## config.mk

```make
export PLATFORM = sky130hd
export DESIGN_NAME = signed_varint_byte_encoder_core
export DESIGN_NICKNAME = d
export VERILOG_FILES = /design/src/rtl/core/svbe_pkg.sv /design/src/rtl/core/signed_varint_byte_encoder_core.sv /design/src/rtl/core/svbe_code_map.sv
export SDC_FILE = /design/constraint.sdc
export NUM_CORES = 1
export LEC_CHECK = 0
export ABC_AREA = 1
export BUFFER_PORTS_ARGS = -buffer_cell sky130_fd_sc_hd__buf_4
export CORE_MARGIN = 5
export CORE_UTILIZATION = 40
export DETAILED_ROUTE_END_ITERATION = 7
export PLACE_DENSITY = 0.7
export SETUP_SLACK_MARGIN = 0.1
export SLEW_MARGIN = 20
export SYNTH_ARGS = -nofsm -noshare
export SYNTH_HDL_FRONTEND = slang
export SYNTH_HIERARCHICAL = 1
export SYNTH_SLANG_ARGS = --single-unit
export TNS_END_PERCENT = 5
```

## constraint.sdc

```tcl
create_clock -name clk -period 5.37 [get_ports clk]
set_input_delay 0.8055 -clock clk [delete_from_list [all_inputs] [get_ports clk]]
set_output_delay 0.8055 -clock clk [all_outputs]
set_load 0.02 [all_outputs]
```

## src/rtl/core/svbe_pkg.sv

```systemverilog
// svbe_pkg: item types and constants for the signed varint byte encoder
// no dependencies; used by signed_varint_byte_encoder_core and the bench
package svbe_pkg;

  // bits carried by one output byte
  localparam int unsigned GROUP_BITS = 7;
  localparam int unsigned BYTE_BITS  = 8;
  localparam int unsigned VALUE_BITS = 64;

  // what the item asks for
  typedef enum logic {
    ACT_ENCODE = 1'b0,
    ACT_RAW    = 1'b1
  } action_t;

  typedef struct packed {
    action_t                       action;
    logic signed [VALUE_BITS-1:0]  value;
    logic        [BYTE_BITS-1:0]   raw_byte;
  } item_t;

  typedef struct packed {
    logic [BYTE_BITS-1:0] out_byte;
    logic                 last;
  } result_t;

endpackage

```

## src/rtl/core/signed_varint_byte_encoder_core.sv

```systemverilog
// signed_varint_byte_encoder_core: top level of the signed varint encoder
// depends on svbe_pkg and svbe_code_map
//
//  channel  | valid         | stall         | payload
//  ---------+---------------+---------------+------------------------------
//  item     | item_valid    | item_stall    | item   (action, value, raw_byte)
//  result   | result_valid  | result_stall  | result (out_byte, last)
//
// one output byte per cycle while result_stall is low, shifting 7 bits per byte;
// an item gives ceil(code bits / 7) bytes, 1 to 10 at VALUE_WIDTH 64; raw gives one
// a new item is taken in the same cycle the last byte of the previous one leaves
// rst is synchronous and active high; it only empties the output register
// a stalled result holds its byte; items wait while a run is in progress
module signed_varint_byte_encoder_core #(
  parameter int unsigned VALUE_WIDTH = 64
) (
  input  logic              clk,
  input  logic              rst,
  input  logic              item_valid,
  output logic              item_stall,
  input  svbe_pkg::item_t   item,
  output logic              result_valid,
  input  logic              result_stall,
  output svbe_pkg::result_t result
);

  localparam int unsigned CODE_WIDTH = VALUE_WIDTH + 1;

  logic                  busy;
  logic                  busy_next;
  logic                  raw;
  logic                  raw_next;
  logic [CODE_WIDTH-1:0] sr;
  logic [CODE_WIDTH-1:0] sr_next;
  logic [CODE_WIDTH-1:0] code;
  logic                  item_fire;
  logic                  result_fire;
  logic                  at_last;

  // sign-magnitude code of the incoming value
  svbe_code_map #(
    .VALUE_WIDTH(VALUE_WIDTH)
  ) u_code_map (
    .value(item.value[VALUE_WIDTH-1:0]),
    .code (code)
  );

  // last byte of a run: raw item, or nothing left above the low group
  assign at_last = raw || (sr[CODE_WIDTH-1:svbe_pkg::GROUP_BITS] == '0);

  // result payload straight from the shift register
  always_comb begin
    result_valid    = busy;
    result.last     = at_last;
    if (raw) begin
      result.out_byte = sr[svbe_pkg::BYTE_BITS-1:0];
    end else begin
      result.out_byte = {~at_last, sr[svbe_pkg::GROUP_BITS-1:0]};
    end
  end

  // handshakes
  assign result_fire = result_valid && !result_stall;
  assign item_stall  = busy && !(result_fire && at_last);
  assign item_fire   = item_valid && !item_stall;

  // load on a new item, shift one group per delivered byte
  always_comb begin
    busy_next = busy;
    raw_next  = raw;
    sr_next   = sr;
    if (result_fire) begin
      if (at_last) begin
        busy_next = 1'b0;
      end else begin
        sr_next = sr >> svbe_pkg::GROUP_BITS;
      end
    end
    if (item_fire) begin
      busy_next = 1'b1;
      raw_next  = (item.action == svbe_pkg::ACT_RAW);
      if (item.action == svbe_pkg::ACT_RAW) begin
        sr_next = CODE_WIDTH'(item.raw_byte);
      end else begin
        sr_next = code;
      end
    end
  end

  // control state
  always_ff @(posedge clk) begin
    if (rst) begin
      busy <= 1'b0;
    end else begin
      busy <= busy_next;
    end
  end

  // payload state
  always_ff @(posedge clk) begin
    raw <= raw_next;
    sr  <= sr_next;
  end

`ifndef NO_ASSERTIONS
  // an accepted item always shows a result next cycle
  a_item_gives_result: assert property (@(posedge clk) disable iff (rst)
    item_fire |=> result_valid)
    else $error("accepted item produced no result");

  // a run keeps going until its last byte is taken
  a_run_continues: assert property (@(posedge clk) disable iff (rst)
    (result_fire && !result.last) |=> result_valid)
    else $error("run ended before its last byte");

  // a raw item is a single byte
  a_raw_single: assert property (@(posedge clk) disable iff (rst)
    (result_valid && raw) |-> result.last)
    else $error("raw item not marked last");

  // idle encoder takes items
  a_idle_accepts: assert property (@(posedge clk) disable iff (rst)
    !result_valid |-> !item_stall)
    else $error("idle encoder stalled items");
`endif

endmodule

```

## src/rtl/core/svbe_code_map.sv

```systemverilog
// svbe_code_map: maps a two's complement value to 2*|v| + sign
// depends on nothing but its parameter; instantiated by the encoder core
module svbe_code_map #(
  parameter int unsigned VALUE_WIDTH = 64
) (
  input  logic [VALUE_WIDTH-1:0] value,
  output logic [VALUE_WIDTH:0]   code
);

  logic                   neg;
  logic [VALUE_WIDTH-1:0] mag;

  // magnitude; the most negative value comes out as 2^(w-1) unsigned
  always_comb begin
    neg = value[VALUE_WIDTH-1];
    mag = neg ? (~value + VALUE_WIDTH'(1)) : value;
  end

  // sign goes into the low bit of the code
  assign code = {mag, neg};

endmodule

```

; ---- Yosys cells after proc, flatten, opt, wreduce, memory -nomap -nowiden
; Cells that the tools add are included.
[word_totals]
input_bits = 77
register_bits = 67
word_cells = 29
output_inout_bits = 11
[op_classes]
muxes = 9
add_sub_neg = 1
n_eq_ne = 1
reduce_logical = 13
bitwise = 2
[op_table]
columns = op, n
row1 = 65-bit 2-to-1 mux, 4
row2 = 64-bit by 1-bit adder with 64-bit output (second input constant), 1
row3 = 64-bit 2-to-1 mux, 1
row4 = 64-bit NOT, 1
row5 = 58-bit logical NOT, 1
row6 = 8-bit 2-to-1 mux, 1
row7 = 1-bit logical AND, 4
row8 = 2-bit AND reduction, 2
row9 = 2-bit nonzero test, 2
row10 = 1-bit logical NOT, 3
row11 = 1-bit 2-to-1 mux, 3
row12 = 2-bit != test (second input constant), 1
row13 = 1-bit logical OR, 1
row14 = 1-bit NOT, 1

; ---- Longest topological paths before layout
[depth]
ltp_word = 9
ltp_mapped = 13
ltp_nobuf = 13

; ---- Modules after synthesis
; Netlist, hierarchy kept.
[modules_own_cells]
columns = module, area_per_inst_um2, cells_per_inst, seq_area_each_um2, n_inst
row1 = signed_varint_byte_encoder_core, 3778.6, 486, 2001.9, 1
row2 = svbe_code_map, 2392.3, 480, 0.0, 1

; ---- Worst setup path before layout
; Ideal clock, no wire load.
[synth_path]
path_type = input port to flip-flop
from = input result_stall
to = register sr[0] (enable)
required_time_ns = 4.874
setup_slack_ns = 1.046
arrival_time_ns = 3.828
path_buffers = 0
setup_time_ns = 0.496
stages = 3
path_cell_list = inv_1 > nand2_1 > o21ai_1
[synth_via]
elab_chain_cells = 9
elab_cells_between_ends = 10
classes_between = 1 x eq/ne / 9 x reduce/logical
[synth_rtl]
columns = element, line_no
row1 = start: declaration, signed_varint_byte_encoder_core.sv:23  ; input logic result_stall,
row2 = 1-bit logical NOT *, signed_varint_byte_encoder_core.sv:63  ; assign result_fire = result_valid && !result_stall;
row3 = 1-bit logical AND *, signed_varint_byte_encoder_core.sv:63
row4 = 1-bit logical AND, signed_varint_byte_encoder_core.sv:64  ; assign item_stall = busy && !(result_fire && at_last);
row5 = 1-bit logical NOT, signed_varint_byte_encoder_core.sv:64
row6 = 1-bit logical AND, signed_varint_byte_encoder_core.sv:64
row7 = 1-bit logical NOT, signed_varint_byte_encoder_core.sv:65  ; assign item_fire = item_valid && !item_stall;
row8 = 1-bit logical AND, signed_varint_byte_encoder_core.sv:65
row9 = 2-bit != test (no line) or 2-bit nonzero test (tied branches), n/a
row10 = 2-bit AND reduction (no line) *, n/a
row11 = end signal: assignment, signed_varint_byte_encoder_core.sv:102  ; sr <= sr_next;
row12 = end: declaration, signed_varint_byte_encoder_core.sv:33  ; logic [CODE_WIDTH-1:0] sr;
; Mark *: on every way between the ends. The rest lies on a longest branch, timed or not.
; A chain may end at the register's enable or synchronous reset.

; ---- Worst setup path in the final report
[layout_path]
from = register sr[9]
to = register sr[2] (enable)
[layout_via]
elab_chain_cells = 9
elab_cells_between_ends = 10
classes_between = 1 x eq/ne / 9 x reduce/logical
[layout_rtl]
columns = element, line_no
row1 = 58-bit logical NOT *, signed_varint_byte_encoder_core.sv:49  ; assign at_last = raw || (sr[CODE_WIDTH-1:svbe_pkg::GROUP_BITS] == '0);
row2 = 1-bit logical OR *, signed_varint_byte_encoder_core.sv:49
row3 = 1-bit logical AND, signed_varint_byte_encoder_core.sv:64
row4 = 1-bit logical NOT, signed_varint_byte_encoder_core.sv:64
row5 = 1-bit logical AND, signed_varint_byte_encoder_core.sv:64
row6 = 1-bit logical NOT, signed_varint_byte_encoder_core.sv:65
row7 = 1-bit logical AND, signed_varint_byte_encoder_core.sv:65
row8 = 2-bit != test (no line) or 2-bit nonzero test (tied branches), n/a
row9 = 2-bit AND reduction (no line) *, n/a
; Marked as above.

==> run_results.csv <==
group,metric,value,unit
synthesis,synth_compound_area_frac,0.03954,
global_routing,grtUsageTotal,0.2099,
sta,timing.final.ws_setup,1.723,ns
sta,setup_tns,0,ns
critical_path,cp_num_buf_inv,1,
routing,wl_per_cell,15.46,um
floorplanning,coreArea,15150,um2
sta,clock_skew,0.004161,ns
clock_tree,htree_levels,3,
critical_path,critPathMaxStageDelay,0.53,ns
synthesis,yosys.area_share.simple,0.4714,
synthesis,synth.top_cells.by_area,"edfxtp_1 (32%), nand2_1 (20%), nor2_1 (11%)",
synthesis,netlist-cell-type-count,34,
sta,period_share,0.6792,
critical_path,cp_cell_sequence,"or2_1 > nor2_1 > nand2_1 > nor2_1 > nand2_1 > nand2_2 > nand2_2 > nand2_4 > nand2_4 > o21ai_4 > buf_4",
critical_path,critPathArrivalTime,3.63,ns
clock_tree,post_cts_buffers,0,
pwr,p_seq_frac,0.416,
critical_path,critPathMaxFanout,62,
critical_path,start_kind,"register",
synthesis,synthMuxAreaShare,0,
cells_and_area,antenna_cells,0,
synthesis,synth_warnings,6,
critical_path,reg2reg_slack,1.72,ns
global_routing,antenna_found_initial,0,
placed_design,numPortBuffers,87,
floorplanning,die_width,134.2,um
floorplanning,rows,45,
synthesis,synth_top_family_by_area,"simple AND/OR/NAND/NOR gates",
cells_and_area,drive_above_1_share,0.1441,
pwr,powerDensity,227.9,nW/um2
cells_and_area,final_area,7069,um2
synthesis,yosys.area_share.adder,0.002028,
synthesis,synth-seq-cells,67,
critical_path,endpoint_kind,"register",
global_routing,grt_max_degree,63,
pwr,total_power,1611,uW
clock_tree,cts_sinks,67,
critical_path,r2r_start,"sr[9]$_DFFE_PP_",
critical_path,cp_top_family,"simple AND/OR/NAND/NOR gates",
routing,via_per_inst,4.983,
pwr,power_frac_comb,0.242,
clock_tree,cts_hold_buf,0,
floorplanning,io_pins,88,
clock_tree,cts_resized,0,
clock_tree,clk_latency,0.33,ns
flow_run,cap_violations,0,
clock_tree,cts-root-buf,"clkbuf_16",
placed_design,placed_area,6792,um2
synthesis,synth_area,6171,um2
sta,drv_slew,0,
critical_path,crit_cells,11,
global_routing,overflow,0,
routing,vias,6054,
routing,routedLengthMet1,8.890,mm
clock_tree,cts_buffers,9,
critical_path,cp-endpoint,"sr[2]$_DFFE_PP_",
sta,setup_viol,0,
pwr,clkPwrFrac,0.342,
clock_tree,clk_path_buf_depth,2,
sta,hold_viol_final,0,
outcome,outcome,"complete, no violations",
pwr,total_leakage_power,0.003411,uW
routing,drt_pass1_iterations,5,
routing,route.met2.wl,8.339,mm
critical_path,critPathKind,"register to register",
pwr,p_sw,476.3,uW
synthesis,seq_area_frac_synth,0.3244,
clock_tree,cts_tree,"done",
routing,first_iter_violations,684,
routing,drtAntennaViolNets,0,
cells_and_area,area.growth.synth_to_final,14.56,%
critical_path,reg2reg_depth,11,
synthesis,yosysTopAreaCell,"edfxtp_1",
global_routing,first_global_vias,5594,
routing,wl_met3,1.214,mm
floorplanning,initial_core_util,0.4074,
floorplanning,fp.dieArea,18010,um2
pwr,internal-power,1135,uW
worst_hold_path,hold_class,"register to register",
sta,max_clock_freq,274.2,MHz
critical_path,timing.rr.end,"sr[2]$_DFFE_PP_",
synthesis,postSynthAreaPerCell,6.388,um2
placed_design,pre_cts_ws,1.691,ns
critical_path,cp.required,5.35,ns
floorplanning,die_y,134.2,um
synthesis,synth_nets,1044,
routing,top_layer_used,"met4",
synthesis,synthCells,966,
critical_path,slowest_stage,"o21ai_4",
global_routing,grt_pass1_wl,29.72,mm
critical_path,startpoint,"sr[9]$_DFFE_PP_",
routing,wl,18.79,mm
sta,slew_headroom,0.3604,
synthesis,synth_top_area_frac,0.3212,
cells_and_area,num-nets-final,1100,
sta,worst_pin_slew,0.9558,ns
placed_design,dp_hpwl,15.16,mm
sta,fin_crit,3.647,ns
pwr,p_sw_frac,0.2956,
routing,post-route-drc-count,0,
worst_hold_path,hp-start,"sr[55]$_DFFE_PP_",
pwr,ir_drop,212.9,uV
sta,rsz0062_at_grt,"false",
cells_and_area,fillCellCount,1578,
clock_tree,cts.reportedPaths.clkPinSlew,0.05,ns
synthesis,synthXorXnorAreaFrac,0.04684,
cells_and_area,finish.utilization,0.4667,
placed_design,routabilityCongestion,0.9250,
==> synth_stat cells <==
cell type and count:
nand3_4 1, inv_2 4, a21o_1 1, or2_1 1, clkinv_1 1, buf_2 5, and2_1 1, buf_4 17
nand4_1 19, o21ai_0 14, nor2_1 181, nor2_4 7, o21ai_4 5, a21oi_4 1, a31oi_1 2, nand2_2 6
edfxtp_1 66, o21ai_1 3, a21oi_1 3, o21ai_2 3, nand3_2 6, inv_1 109, nand2_1 330, nand2_4 5
nand3_1 104, xnor2_1 10, nor3_1 4, xor2_1 23, dfxtp_1 1, nor2_2 11, ha_1 1, buf_6 6
clkbuf_1 14, clkbuf_8 1
==> metal layers <==
| metal | track usage | up-vias |
|---|---|---|
| met4 | 0.06222 | 0 |
| li1 | - | 3126 |
| met3 | 0.03526 | 21 |
| met5 | 0 | - |
| met1 | 0.3036 | 2710 |
| met2 | 0.3221 | 197 |
==> area by class of cell <==
| type | instances | area (um2) | area share |
|---|---|---|---|
| tap | 188 | 235.2 | 0.03327 |
| sequential | 67 | 2002 | 0.2832 |
| timing repair buffer | 88 | 660.6 | 0.09345 |
| inverter | 114 | 427.9 | 0.06053 |
| clock inverter | 4 | 41.29 | 0.005841 |
| clock buffer | 12 | 236.5 | 0.03345 |
| multi-input combinational | 742 | 3466 | 0.4903 |
==> worst min-delay path by stage <==
stage / end / slack (ns) / depth (start not counted)
floorplan: sr[2]$_DFFE_PP_ / 0.50 / 2
global placement: sr[10]$_DFFE_PP_ / 0.52 / 2
detailed placement: sr[42]$_DFFE_PP_ / 0.53 / 2
CTS: sr[48]$_DFFE_PP_ / 0.54 / 2
global route: sr[48]$_DFFE_PP_ / 0.55 / 2
finish: sr[48]$_DFFE_PP_ / 0.54 / 2
==> per-stage QoR <==
step	cells	hold WS [ns]
finish	1215	0.5372
global route	1215	0.5507
CTS	1215	0.5384
detailed placement	1199	0.5289
global placement	1199	0.5247
floorplan	966	0.5044
==> cell families after synthesis <==
logic type / Yosys count
flip-flops: 67
adder cells (fa/ha/maj): 1
AND/OR/NAND/NOR: 676
buffers and inverters: 157
AO/OA/AOI/OAI: 32
XOR/XNOR: 33
==> power by group through the flow <==
stage / Clock, uW / Sequential (uW) / Combinational, uW
final: 550 / 670 / 391
after global routing: 582 / 676 / 436
after CTS: 557 / 670 / 388
after detailed placement: 0 / 679 / 387
after global placement: 0 / 677 / 385
after floorplan: 0 / 677 / 262
==> registers in the layout, indices dropped and copies added (netlist names) <==
name          cells
raw               1
result_valid      1
sr               65
==> cells in the final DEF, fill, tap and decap left out <==
cell type and instances:
nand2_1 330, nor2_1 181, inv_1 109, nand3_1 104
buf_4 88, edfxtp_1 66, xor2_1 23, nand4_1 19
o21ai_0 14, nor2_2 11, xnor2_1 10, clkbuf_16 9
nor2_4 7, nand2_2 6, o21ai_4 6, nand3_2 6
nand2_4 5, inv_2 4, clkinv_1 4, nor3_1 4
a21oi_1 3, clkbuf_1 3, o21ai_2 3, a31oi_1 2
o21ai_1 2, or2_1 1, and2_1 1, bufinv_16 1
dfxtp_1 1, a21oi_4 1, nand3_4 1, a21o_1 1
ha_1 1
==> tightest hold or removal path: stages (launching register included) <==
cell and delay (ns):
edfxtp_1 0.33, nand2_1 0.06, nand2_1 0.05
Power figures use the tool's default switching activity.
